`src/sv/cursor_linked_list_engine_defines.svh`:
```
// Assertion helpers; expect clk and arst_n in the including scope.
`ifndef CURSOR_LINKED_LIST_ENGINE_DEFINES_SVH
`define CURSOR_LINKED_LIST_ENGINE_DEFINES_SVH

`define CLLE_ASSERT_IMP(name, ante, cons) \
	name: assert property (@(posedge clk) disable iff (!arst_n) (ante) |-> (cons)) \
		else $error("clle: same-cycle check failed");

`define CLLE_ASSERT_NEXT(name, ante, cons) \
	name: assert property (@(posedge clk) disable iff (!arst_n) (ante) |=> (cons)) \
		else $error("clle: next-cycle check failed");

`endif

```
`src/sv/clle_pkg.sv`:
```
package clle_pkg;

	localparam int NODES_DEF      = 64;
	localparam int DATA_WIDTH_DEF = 32;

	typedef enum logic [1:0] {
		OP_INSERT = 2'd0,
		OP_DELETE = 2'd1,
		OP_SEEK   = 2'd2
	} op_t;

	typedef enum logic [1:0] {
		ST_DONE  = 2'd0,
		ST_RANGE = 2'd1,
		ST_FULL  = 2'd2
	} status_t;

	typedef enum logic [1:0] {
		S_IDLE,
		S_WALK,
		S_RESP
	} state_t;

	// wavefront control handed from cell to cell
	typedef struct packed {
		logic act;
		op_t  op;
	} ctrl_t;

endpackage

```
`src/sv/clle_cell.sv`:
```
module clle_cell
	import clle_pkg::*;
#(
	parameter int IW   = 6,
	parameter int DW   = 32,
	parameter int SLOT = 0
) (
	input  logic          clk,
	input  logic          arst_n,
	input  ctrl_t         ctrl_in,
	input  logic [IW-1:0] pos_in,
	input  logic [DW-1:0] carry_in,
	input  logic [DW-1:0] nbr_data,
	output ctrl_t         ctrl_out,
	output logic [IW-1:0] pos_out,
	output logic [DW-1:0] carry_out,
	output logic [DW-1:0] data_out
);

	// 1-based list position held by this cell
	localparam logic [IW-1:0] PLACE = IW'(SLOT + 1);

	ctrl_t         ctrl_q;
	logic [IW-1:0] pos_q;
	logic [DW-1:0] carry_q;
	logic [DW-1:0] data_q;
	logic [DW-1:0] data_d;
	logic [DW-1:0] carry_d;
	logic          at_or_after;
	logic          at_pos;

	assign at_or_after = (PLACE >= pos_in);
	assign at_pos      = (PLACE == pos_in);

	always_comb begin
		data_d  = data_q;
		carry_d = carry_in;
		if (ctrl_in.act) begin
			unique case (ctrl_in.op)
				OP_INSERT: begin
					if (at_or_after) begin
						data_d  = carry_in;
						carry_d = data_q;
					end
				end
				OP_DELETE: begin
					if (at_or_after) begin
						data_d = nbr_data;
					end
				end
				OP_SEEK: begin
					if (at_pos) begin
						carry_d = data_q;
					end
				end
				default: begin
				end
			endcase
		end
	end

	always_ff @(posedge clk or negedge arst_n) begin
		if (!arst_n) begin
			ctrl_q <= '0;
		end else begin
			ctrl_q <= ctrl_in;
		end
	end

	always_ff @(posedge clk) begin
		pos_q   <= pos_in;
		carry_q <= carry_d;
		data_q  <= data_d;
	end

	assign ctrl_out  = ctrl_q;
	assign pos_out   = pos_q;
	assign carry_out = carry_q;
	assign data_out  = data_q;

endmodule

```
`config.mk`:
```
export PLATFORM = sky130hd
export DESIGN_NAME = clle_cell
export DESIGN_NICKNAME = d
export VERILOG_FILES = /design/src/sv/cursor_linked_list_engine_defines.svh /design/src/sv/clle_pkg.sv /design/src/sv/clle_cell.sv
export SDC_FILE = /design/constraint.sdc
export NUM_CORES = 1
export LEC_CHECK = 0
export ABC_AREA = 1
export ABC_CLOCK_PERIOD_IN_PS = 1300
export BUFFER_PORTS_ARGS = -buffer_cell sky130_fd_sc_hd__buf_2
export CAP_MARGIN = 15
export CORE_AREA = 2 2 122 88
export CTS_CLUSTER_SIZE = 24
export DETAILED_ROUTE_END_ITERATION = 6
export DIE_AREA = 0 0 124 90
export PLACE_DENSITY = 0.55
export SKIP_LAST_GASP = 1
export SLEW_MARGIN = 20
export SYNTH_ARGS = -nofsm -noshare
export SYNTH_HDL_FRONTEND = slang
export SYNTH_SLANG_ARGS = --single-unit
```
`constraint.sdc`:
```
create_clock -name clk -period 1.3 [get_ports clk]
set_input_delay 0.065 -clock clk [delete_from_list [all_inputs] [get_ports clk]]
set_output_delay 0.065 -clock clk [all_outputs]
set_load 0.01 [all_outputs]
```
Yosys cells after proc, flatten, opt, wreduce, memory -nomap -nowiden:

Cells that the tools add are included.

* magnitude comparators: 1
* eq/ne operators: 5
* mux-type cells: 7
* reductions and logical operators: 3

Operators with widths (number)
* 2-to-1 mux 32 bit: 5
* case mux 32 bit (2 select lines): 2
* == test 1 x 6 -> 1 bit, first input constant: 1
* >= comparator 1 x 6 -> 1 bit, first input constant: 1
* != test 2 bit, second input constant: 2
* AND reduction 4 bit: 1
* == test 2 x 1 -> 1 bit, second input constant: 1
* == test 2 bit, second input constant: 1
* logical NOT 2 bit: 1
* nonzero test 2 bit: 1

* bits in registers: 73
* bits of input ports: 75
* output and inout port bits: 73
* word-level logic and storage cells: 21

Logic depth before layout (Yosys ltp):

Gate-level depths: netlist (run 1).

* depth after elaboration: 4
* mapped depth: 8

Worst setup path after synthesis (run 1):

OpenSTA, ideal clock, no wires.

* path kind: input to register
* from: in pos_in[4]
* to: reg data_q[0] (netlist: data_out[0]), enable pin
* library setup time: 0.461 ns
* data arrival time: 2.524 ns
* required time: 0.839 ns
* slack: -1.685 ns
* stages: 3
* path buffers: 0
* cells stage by stage: nor2_2 > nand3_1 > nor3_1

* cells in the longest elaborated chain, start to end: 3
* elaborated cells between the ends (all ways): 4
* classes of those cells: order compare (1); eq/ne (2); reduce/logical (1)

Ends and longest elaborated chain
* from (decl): RTL line clle_cell.sv:11 `input logic [IW-1:0] pos_in,`
* >= comparator 1 x 6 -> 1 bit *: RTL line clle_cell.sv:32 `assign at_or_after = (PLACE >= pos_in);`
* != test 2 bit (no source line)
* AND reduction 4 bit (no source line) *
* to (signal assigned): RTL line clle_cell.sv:73 `data_q <= data_d;`
* to (decl): RTL line clle_cell.sv:26 `logic [DW-1:0] data_q;`

Every way passes the cells marked *; elsewhere a longest branch is shown, timed or not.
A chain may end at the register's enable or synchronous reset.

Worst setup path after layout (run 1):

* from: in pos_in[0]
* to: reg carry_q[17] (netlist: carry_out[17])

* cells in the longest elaborated chain, start to end: 4
* elaborated cells between the ends (all ways): 6
* classes of those cells: order compare (1); eq/ne (1); mux (4)

Ends and longest elaborated chain
* >= comparator 1 x 6 -> 1 bit or == test 1 x 6 -> 1 bit (tied branches): RTL line clle_cell.sv:32, clle_cell.sv:33
* 2-to-1 mux 32 bit, on equally long branches: RTL line clle_cell.sv:41, clle_cell.sv:52
* case mux 32 bit (2 select lines) *: RTL line clle_cell.sv:39 `unique case (ctrl_in.op)`
* 2-to-1 mux 32 bit *: RTL line clle_cell.sv:38 `if (ctrl_in.act) begin`
* net carry_d[17]: RTL line clle_cell.sv:28 `logic [DW-1:0] carry_d;`
* to (signal assigned): RTL line clle_cell.sv:72 `carry_q <= carry_d;`
* to (decl): RTL line clle_cell.sv:25 `logic [DW-1:0] carry_q;`

The timed path passes the listed nets; every way through them passes the cells marked *.

==> results.py, run 1 <==
metrics = {
    "layout": {
        "multi_input_area_sq_um": 1040,
        "drive_above_1_share_pct": 38.1,
        "num-nets-final": 545,
        "postLayoutCoreUtil_pct": 46.2,
        "synthToLayoutAreaGrowth_pct": 58.0,
        "final_cells": 608,
        "n_fill_cell": 988,
        "seq_area_sq_um": 1800,
    },
    "timing": {
        "period_share_pct": 92.7,
        "grt_setup_unrepaired": "true",
        "finClkSkew_ps": 2.09,
        "hold_viol": 0,
        "setup_violations": 0,
        "worstMarginPinSlew_ps": 349,
        "fmax_mhz": 830,
        "fin_setup_tns_ps": 0,
        "drv_slew": 0,
        "fin_crit_ps": 1210,
        "slew_headroom_pct": 76.8,
    },
    "global_routing": {
        "grt_max_degree": 26,
        "gr-usage-met2_pct": 22.3,
        "met1_usage_pct": 18.7,
        "overflow": 0,
        "grt_first_pass_wirelength_microns": 12400,
        "track_usage_pct": 14.6,
        "antenna_found_initial": 0,
        "grt_pass1_vias": 2530,
        "gr-max-usage-layer": "met2",
        "met3_usage_pct": 6.03,
    },
    "critical_path": {
        "cp_top_family": "buffers and inverters",
        "cp.required_ps": 1520,
        "cp_cell_sequence": "dlygate4sd3_1 -> buf_2 -> inv_1 -> nor2_2 -> nand3_1 -> nand2_1 -> nand3_2 -> buf_6 -> nand2_1 -> nand2_1",
        "worst_ep_arrival_time_ps": 1420,
        "path_class": "in -> reg",
        "crit_path_top_delay_cell": "dlygate4sd3_1",
        "rr_startpoint": "data_out[17]$_DFFE_PP_",
        "rr_endpoint": "carry_out[17]$_DFF_P_",
        "end_kind": "flop",
        "rr_worst_depth": 3,
        "worstPathMaxFanout": 17,
        "max_stage_delay_ps": 530,
        "crit_path_frequent_cell": "nand2_1",
        "critPathBufInv": 4,
        "start_kind": "input pin",
        "rrSetupSlack_ps": 550,
    },
    "worst_hold_path": {
        "hold_class": "in -> reg",
        "min_to": "data_out[25]$_DFFE_PP_",
        "hold_start": "nbr_data[25]",
        "min_path_cells": 2,
    },
    "yosys": {
        "ys_types": 17,
        "synth_fa_ha_area_share_pct": 0,
        "synth_top_family_by_area": "simple AND/OR/NAND/NOR gates",
        "ys_seq_area_share_pct": 60.9,
        "ys_seq_elements": 73,
        "avgSynthCellArea_sq_um": 10.8,
        "yosysWarnings": 0,
        "synthSimpleGateAreaFrac_pct": 15.9,
        "synth-compound-area-share_pct": 6.11,
        "synthMuxAreaShare_pct": 12.2,
        "syn_inst": 274,
        "synth_xor_area_share_pct": 0,
        "syn-cell-area_sq_um": 2950,
        "syn_nets": 349,
    },
    "placed_design": {
        "place_congestion": 0.716,
        "dp_hpwl_microns": 5430,
        "dp_cells": 550,
        "io_buffers": 147,
    },
    "die": {
        "start_util_pct": 29.3,
        "core_area_sq_um": 10100,
        "num_io_pins": 148,
        "rows": 31,
        "fp.dieW_microns": 124,
        "die_h_microns": 90,
        "die_area_sq_um": 11200,
    },
    "clock_tree": {
        "cts_post_setup_buffers_inserted": 0,
        "cts_buffers": 9,
        "clk_latency_ps": 330,
        "h-tree-depth": 3,
        "clock-sinks": 73,
        "cts_root_buf": "clkbuf_16",
        "cts_tree": "yes",
        "cts_buffer_depth": 2,
        "cts.reportedPaths.clkPinSlew_ps": 60,
    },
    "power_and_ir_drop": {
        "powerDensity_nw_per_um2": 1240,
        "leakagePower_nw": 2.20,
        "p_total_mw": 5.76,
        "ir_drop_mv": 0.782,
    },
    "detailed_routing": {
        "post_drt_wl_per_cell_microns": 13.0,
        "vias": 2580,
        "drtIter0Drc": 122,
        "drc_errors": 0,
        "vias_per_cell": 4.24,
        "drt-total-wl_microns": 7930,
        "antenna_left": 0,
        "first_pass_iters": 4,
    },
    "run": {
        "maxCapViolations": 0,
    },
    "run_status": {
        "status": "completed",
    },
}
timing repair:
item                                    CTS  global route
gates resized for setup                   0             3
hold buffers                             41             0
hold endpoints to repair                 43             0
endpoints found under the setup margin    0            32
routing by layer:
metal  part of all wire, %  vias to the layer above
li1                      -                     1298
met4                   1.4                        0
met5                     0                        -
met1                    45                     1167
met2                    44                      103
met3                   9.4                       12
flip-flops by register name, indices dropped and copies added, names as in the netlist:
register,flops
carry_out,32
ctrl_out,3
data_out,32
pos_out,6
cell usage after synthesis (all sizes together):
master	number	area share, %
buf	10	2.9
clkbuf	2	0.25
nand2	100	13
dfrtp	3	2.5
nand3	3	0.68
mux2	32	12
edfxtp	32	33
nor3	1	0.17
o21a	24	6.1
nand4	2	0.42
dfxtp	38	26
nor2	14	2.0
inv	13	1.7
where the power goes:
group,internal [mW],switching [mW],leakage [nW]
Combinational,0.342,0.300,1.40
Clock,1.66,0.941,0.159
Sequential,2.50,0.0235,0.643
Total,4.50,1.26,2.20
how the worst max path moves through the flow:
stage / from / endpoint / slack, ps / cells past startpoint
after CTS: pos_in[0] / carry_out[31]$_DFF_P_ / 70 / 10
after global placement: pos_in[4] / data_out[16]$_DFFE_PP_ / 70 / 5
after detailed placement: pos_in[4] / data_out[16]$_DFFE_PP_ / 50 / 5
after global routing: pos_in[0] / carry_out[31]$_DFF_P_ / -10 / 10
after floorplan: pos_in[4] / data_out[0]$_DFFE_PP_ / -240 / 3
final: pos_in[0] / carry_out[17]$_DFF_P_ / 90 / 10
kinds of logic after synthesis:
kind of cell,Yosys count
AO/OA/AOI/OAI,24
AND/OR/NAND/NOR,120
flip-flops,73
buffers and inverters,25
multiplexers,32
area by class of cell:
type | count | area share (%)
timing repair buffer | 197 | 27.8
tap | 132 | 3.54
clock inverter | 7 | 1.83
antenna | 1 | 0.0537
clock buffer | 9 | 4.83
inverter | 13 | 1.05
sequential | 73 | 38.5
multi-input combinational | 176 | 22.4
per-stage QoR:
step / instance area [sq um] / hold WS, ps / setup WS, ps
2_1_floorplan: 2980 / -231 / -243
3_3_place_gp: 3930 / -140 / 72.3
3_5_place_dp: 3930 / -138 / 50.3
4_1_cts: 4650 / 0.549 / 71.3
5_1_grt: 4660 / 0.887 / -9.53
6_report: 4660 / 19.2 / 94.8
cell usage in the layout, fill, tap and decap left out:
master and n:
bufinv_16 2, nand3_2 2, diode_2 1, dfrtp_1 3, buf_12 6, mux2_1 30
o21a_1 24, edfxtp_1 32, nor2_1 11, inv_1 13, buf_6 2, buf_2 147
nand4_1 2, nor2_4 2, nand2_1 99, nand2_2 1, buf_4 1, dfxtp_1 38
clkinv_2 5, nor3_4 1, clkbuf_16 9, mux2_2 2, nand3_1 1, nor2_2 1
dlygate4sd3_1 41
Note: power is estimated with default switching activity, not from simulation.
==> inputs of run 2 (changes only) <==
Settings changed: ABC_AREA 1 to unset, CORE_AREA 2 2 122 88 to 2 2 115 84, DIE_AREA 0 0 124 90 to 0 0 117 86, PLACE_DENSITY 0.55 to 0.56.
==> results.py, run 2 <==
metrics = {
    "layout": {
        "layout_common_cells": "145 x buf_2, 42 x dlygate4sd3_1, 38 x dfxtp_1",
        "synthToLayoutAreaGrowth_pct": 71.4,
        "num_antenna_cells": 0,
        "n_fill_cell": 773,
        "layout_commonest_cell": "buf_2",
        "num-nets-final": 431,
        "drive_above_1_share_pct": 66.8,
        "finish.instance_area_sq_um": 4500,
        "final_cells": 485,
    },
    "placed_design": {
        "io_buffers": 147,
        "dp_hpwl_microns": 4760,
        "dp_cells": 425,
        "placed_area_sq_um": 3740,
        "place_congestion": 0.703,
    },
    "worst_hold_path": {
        "hold_class": "in -> reg",
        "hold_start": "nbr_data[5]",
        "min_to": "data_out[5]$_DFFE_PP_",
        "min_path_cells": 2,
    },
    "yosys": {
        "synth-edff-count": 32,
        "yosysWarnings": 0,
        "avgSynthCellArea_sq_um": 17.5,
        "async_flop_share_pct": 4.11,
        "syn-cell-area_sq_um": 2630,
        "syn_inst": 150,
        "ys_seq_elements": 73,
        "synth_top_cells_by_count": "62 x mux2_2, 38 x dfxtp_1, 32 x edfxtp_1",
        "synth.area.top_cells": "edfxtp_1 37%, dfxtp_1 29%, mux2_2 27%, dfrtp_1 2.9%, buf_6 1.3%",
        "synth_top_area_share_pct": 36.6,
        "ys.flop_type": "dfxtp_1",
        "ys_types": 14,
        "yosysTopAreaCell": "edfxtp_1",
        "ys_seq_area_share_pct": 68.4,
        "syn_nets": 225,
        "yosys.cell_count.top_type": "mux2_2",
    },
    "critical_path": {
        "cp.required_ps": 1510,
        "rr_endpoint": "carry_out[8]$_DFF_P_",
        "start_kind": "input pin",
        "path_class": "in -> reg",
        "end_kind": "flop",
        "worst_ep_arrival_time_ps": 1600,
        "rrSetupSlack_ps": 510,
        "rr_startpoint": "data_out[8]$_DFFE_PP_",
        "worstPathMaxFanout": 10,
        "rr_worst_depth": 1,
    },
    "timing": {
        "period_share_pct": 106,
        "grt_setup_unrepaired": "true",
        "fin_setup_tns_ps": -2250,
        "fin_crit_ps": 1380,
        "slew_headroom_pct": 82.0,
        "finalWorstSetupSlack_ps": -81.0,
        "setup_violations": 32,
        "worstMarginPinSlew_ps": 271,
        "hold_viol": 0,
        "finClkSkew_ps": 3.30,
        "drv_slew": 0,
        "fmax_mhz": 724,
    },
    "global_routing": {
        "antenna_found_initial": 0,
        "grt_pass1_vias": 2088,
        "overflow": 0,
        "grt_first_pass_wirelength_microns": 10600,
        "grt_max_degree": 21,
        "track_usage_pct": 14.1,
    },
    "die": {
        "die_area_sq_um": 10100,
        "die_h_microns": 86,
        "fp.dieW_microns": 117,
        "core_area_sq_um": 8890,
        "num_io_pins": 148,
        "start_util_pct": 29.5,
        "rows": 29,
    },
    "detailed_routing": {
        "post_drt_wl_per_cell_microns": 14.2,
        "vias_per_cell": 4.10,
        "antenna_left": 0,
        "drt-total-wl_microns": 6890,
        "first_pass_iters": 3,
        "vias": 1989,
        "drc_errors": 0,
        "drtIter0Drc": 47,
    },
    "clock_tree": {
        "cts_buffers": 9,
        "cts_buffer_depth": 2,
        "cts.reportedPaths.clkPinSlew_ps": 60,
        "h-tree-depth": 3,
        "clk_latency_ps": 330,
        "cts_tree": "yes",
        "clock-sinks": 73,
        "cts_root_buf": "clkbuf_16",
    },
    "run_status": {
        "violations": "negative setup slack",
        "status": "complete, but fails checks",
    },
    "power_and_ir_drop": {
        "leakagePower_nw": 1.99,
        "ir_drop_mv": 0.717,
        "powerDensity_nw_per_um2": 1210,
    },
    "run": {
        "maxCapViolations": 0,
    },
}
-- run 2: cell types whose count changed in the layout (fill, tap and decap cells not counted), moves of 4 or more --
| cell | delta |
|---|---|
| o21a_1 | -24 |
| mux2_4 | +32 |
| inv_1 | -12 |
| mux2_2 | +30 |
| clkinv_2 | -4 |
| nand2_1 | -99 |
| buf_4 | +5 |
| nor2_1 | -11 |
| mux2_1 | -30 |
-- run 2: worst max-delay path: stages --
cell and delay, ps:
buf_6 90, or4_4 550, a2111oi_4 220, buf_4 200, buf_12 150, mux2_4 300
-- run 2: how the worst max path moves through the flow --
| stage | start | end | depth (start not counted) |
|---|---|---|---|
| 2_1_floorplan | pos_in[4] | data_out[0]$_DFFE_PP_ | 2 |
| 3_3_place_gp | pos_in[4] | carry_out[21]$_DFF_P_ | 6 |
| 3_5_place_dp | pos_in[4] | carry_out[30]$_DFF_P_ | 6 |
| 4_1_cts | pos_in[4] | carry_out[8]$_DFF_P_ | 6 |
| 5_1_grt | pos_in[4] | carry_out[30]$_DFF_P_ | 6 |
| 6_report | pos_in[4] | carry_out[12]$_DFF_P_ | 6 |
-- run 2: metal layers --
layer,wire [microns],vias to the layer above,GRT usage (%)
met3,619,11,6.78
met4,100,0,5.24
met5,0,-,0
li1,-,968,-
met1,2930,915,16.3
met2,3240,95,22.9
-- run 2: kinds of logic (layout without fill, tap and decap cells) --
logic type | count (synthesis) | in the layout | synth area share, %
flops | 73 | 73 | 68.4
compound gates | 1 | 1 | 1.05
mux | 64 | 64 | 27.4
simple gates | 4 | 4 | 1.10
buf+inv | 8 | 219 | 2.00
-- run 2: final cells by class --
cell class                 count  area (sq um)  share of cell area [%]
sequential                    73          1800                    39.9
timing repair buffer         202          1340                    29.7
multi-input combinational     69           916                    20.4
clock buffer                  14           285                    6.34
tap                          124           155                    3.45
clock inverter                 2          8.76                   0.195
inverter                       1          3.75                  0.0834
-- run 2: through the flow --
stage               hold slack, ps  utilization [%]  worst slack (ps)  total power, mW
global route                  26.9             50.6              -108             5.69
finish                        37.4             50.6             -81.0             5.47
CTS                           20.5             50.5             -55.1             5.54
detailed placement            -135             42.1              -423             3.03
global placement              -138             42.1              -404             3.02
floorplan                     -231                -              -535             2.78
-- run 2: report_power, final --
part           internal (mW)  switching (mW)  total, mW
registers               2.48          0.0187       2.50
logic                  0.373           0.205      0.578
clock network           1.50           0.888       2.39
total                   4.36            1.11       5.47
-- run 2: repair_timing --
| action | CTS | global route |
|---|---|---|
| buffers inserted | 1 | 0 |
| gates resized for setup | 5 | 3 |
| hold buffers | 42 | 0 |
| gates cloned | 1 | 0 |
| endpoints found under the hold margin | 44 | 0 |
| setup endpoints to repair | 32 | 44 |
==> inputs of run 3 (changes only) <==
Settings changed: CORE_AREA 2 2 115 84 to 2 2 70 138, DIE_AREA 0 0 117 86 to 0 0 72 140, GPL_ROUTABILITY_DRIVEN set to 1.
==> results.py, run 3 (synthesis results as in run 2) <==
metrics = {
    "clock_tree": {
        "cts_buffer_depth": 2,
        "cts.reportedPaths.clkPinSlew_ps": 60,
        "h-tree-depth": 3,
        "clock-sinks": 73,
        "cts_buffers": 9,
        "cts_root_buf": "clkbuf_16",
        "cts_tree": "yes",
        "clk_latency_ps": 330,
    },
    "power_and_ir_drop": {
        "p_total_mw": 5.51,
        "combPwrFrac_pct": 10.5,
        "seq_power_share_pct": 45.4,
        "p_sw_share_pct": 20.4,
        "leakagePower_nw": 2.01,
        "ir_drop_mv": 0.978,
        "p_switching_mw": 1.12,
        "p_int_mw": 4.38,
        "clock_power_share_pct": 44.1,
        "powerDensity_nw_per_um2": 1220,
    },
    "detailed_routing": {
        "antenna_left": 0,
        "drc_errors": 0,
        "drt-total-wl_microns": 6880,
        "dr_wl_met2_microns": 4110,
        "wl_met1_microns": 2300,
        "first_pass_iters": 4,
        "post_drt_wl_per_cell_microns": 14.8,
        "top_layer_used": "met4",
        "dr_wl_met3_microns": 302,
        "vias_per_cell": 4.27,
        "drtIter0Drc": 64,
        "vias": 1980,
    },
    "global_routing": {
        "grt_first_pass_wirelength_microns": 10700,
        "grt_max_degree": 17,
        "overflow": 0,
        "antenna_found_initial": 0,
        "track_usage_pct": 14.4,
        "grt_pass1_vias": 2180,
    },
    "die": {
        "die_area_sq_um": 10100,
        "num_io_pins": 148,
        "die_h_microns": 140,
        "rows": 49,
        "fp.dieW_microns": 72,
        "start_util_pct": 29.1,
        "core_area_sq_um": 9010,
    },
    "critical_path": {
        "end_kind": "flop",
        "path_class": "in -> reg",
        "worstPathMaxFanout": 8,
        "worst_ep_arrival_time_ps": 1590,
        "cp.required_ps": 1510,
        "start_kind": "input pin",
    },
    "layout": {
        "num-nets-final": 432,
        "num_antenna_cells": 0,
        "n_fill_cell": 795,
        "synthToLayoutAreaGrowth_pct": 71.6,
        "layout_common_cells": "145 x buf_2, 41 x dlygate4sd3_1, 38 x dfxtp_1",
        "drive_above_1_share_pct": 67.4,
        "finish.instance_area_sq_um": 4510,
        "layout_commonest_cell": "buf_2",
    },
    "timing": {
        "fin_crit_ps": 1380,
        "drv_slew": 0,
        "period_share_pct": 106,
        "slew_headroom_pct": 81.3,
        "finalWorstSetupSlack_ps": -75.5,
        "grt_setup_unrepaired": "true",
        "finClkSkew_ps": 6.45,
        "hold_viol": 0,
        "fmax_mhz": 727,
        "worstMarginPinSlew_ps": 281,
        "setup_violations": 32,
    },
    "run": {
        "maxCapViolations": 0,
    },
    "placed_design": {
        "placed_area_sq_um": 3740,
        "dp_hpwl_microns": 4920,
        "place_congestion": 0.734,
        "io_buffers": 147,
    },
    "worst_hold_path": {
        "hold_class": "in -> reg",
    },
    "run_status": {
        "violations": "negative setup slack",
        "status": "complete, but fails checks",
    },
}
[run 3: cell types whose count changed in the layout (fill, tap and decap cells not counted), sizes merged]
cell / previous run / this run
dlygate4sd3: 42 / 41
buf: 160 / 162
clkbuf: 14 / 12
clkinv: 2 / 3
bufinv: 0 / 1
[run 3: cell type report]
cell class | count | area [sq um] | area share (%)
flip-flops and latches | 73 | 1800 | 39.9
clock inverters | 4 | 45.0 | 0.999
repair buffers | 203 | 1370 | 30.4
clock buffers | 12 | 246 | 5.47
multi-input cells | 69 | 916 | 20.3
inverters | 1 | 3.75 | 0.0833
well taps | 102 | 128 | 2.83
[run 3: stage by stage]
| stage | setup TNS (ps) | hold WS (ps) | instances | util [%] | setup slack, ps |
|---|---|---|---|---|---|
| 6_report | -1880 | 33.0 | 464 | 50.0 | -75.5 |
| 5_1_grt | -2830 | 25.7 | 464 | 50.0 | -105 |
| 4_1_cts | -1600 | 18.1 | 464 | 49.8 | -95.7 |
| 3_5_place_dp | -24210 | -136 | 404 | 41.6 | -494 |
| 3_3_place_gp | -22860 | -136 | 404 | 41.6 | -453 |
| 2_1_floorplan | -28740 | -231 | 150 | - | -535 |
[run 3: what timing repair did]
item | CTS | global route
cloned | 1 | 0
setup endpoints to repair | 31 | 32
hold endpoints to repair | 43 | 0
hold buffers | 41 | 0
buffers inserted | 2 | 0
resized for setup | 6 | 3
[run 3: path summary, 6_finish.rpt]
| kind | endpoint | startpoint | slack (ps) | cells after the start |
|---|---|---|---|---|
| min in group asynchronous | ctrl_out[0]$_DFF_PN0_ | arst_n | 70 | 2 |
| min | data_out[12]$_DFFE_PP_ | nbr_data[12] | 30 | 2 |
| min reg2reg | carry_out[28]$_DFF_P_ | data_out[28]$_DFFE_PP_ | 490 | 1 |
| max | carry_out[18]$_DFF_P_ | pos_in[4] | -80 | 6 |
| max in group asynchronous | ctrl_out[1]$_DFF_PN0_ | arst_n | 1130 | 2 |
| max reg2reg | carry_out[18]$_DFF_P_ | data_out[18]$_DFFE_PP_ | 490 | 1 |
[run 3: power by group through the flow]
stage | combinational [mW] | clock [mW] | sequential (mW)
floorplan | 0.186 | 0 | 2.59
global placement | 0.475 | 0 | 2.55
detailed placement | 0.482 | 0 | 2.55
CTS | 0.581 | 2.51 | 2.50
global route | 0.623 | 2.60 | 2.51
finish | 0.578 | 2.43 | 2.50
[run 3: critical path, cell delays in order]
cell and delay, ps:
buf_6 90, or4_4 540, a2111oi_4 230, buf_4 210
buf_12 140, mux2_4 300
[run 3: layer usage]
metal  GRT usage (%)  vias up
met1            13.3      924
met2            27.9       79
met5               0        -
met4            7.85        0
li1                -      968
met3            3.02        9
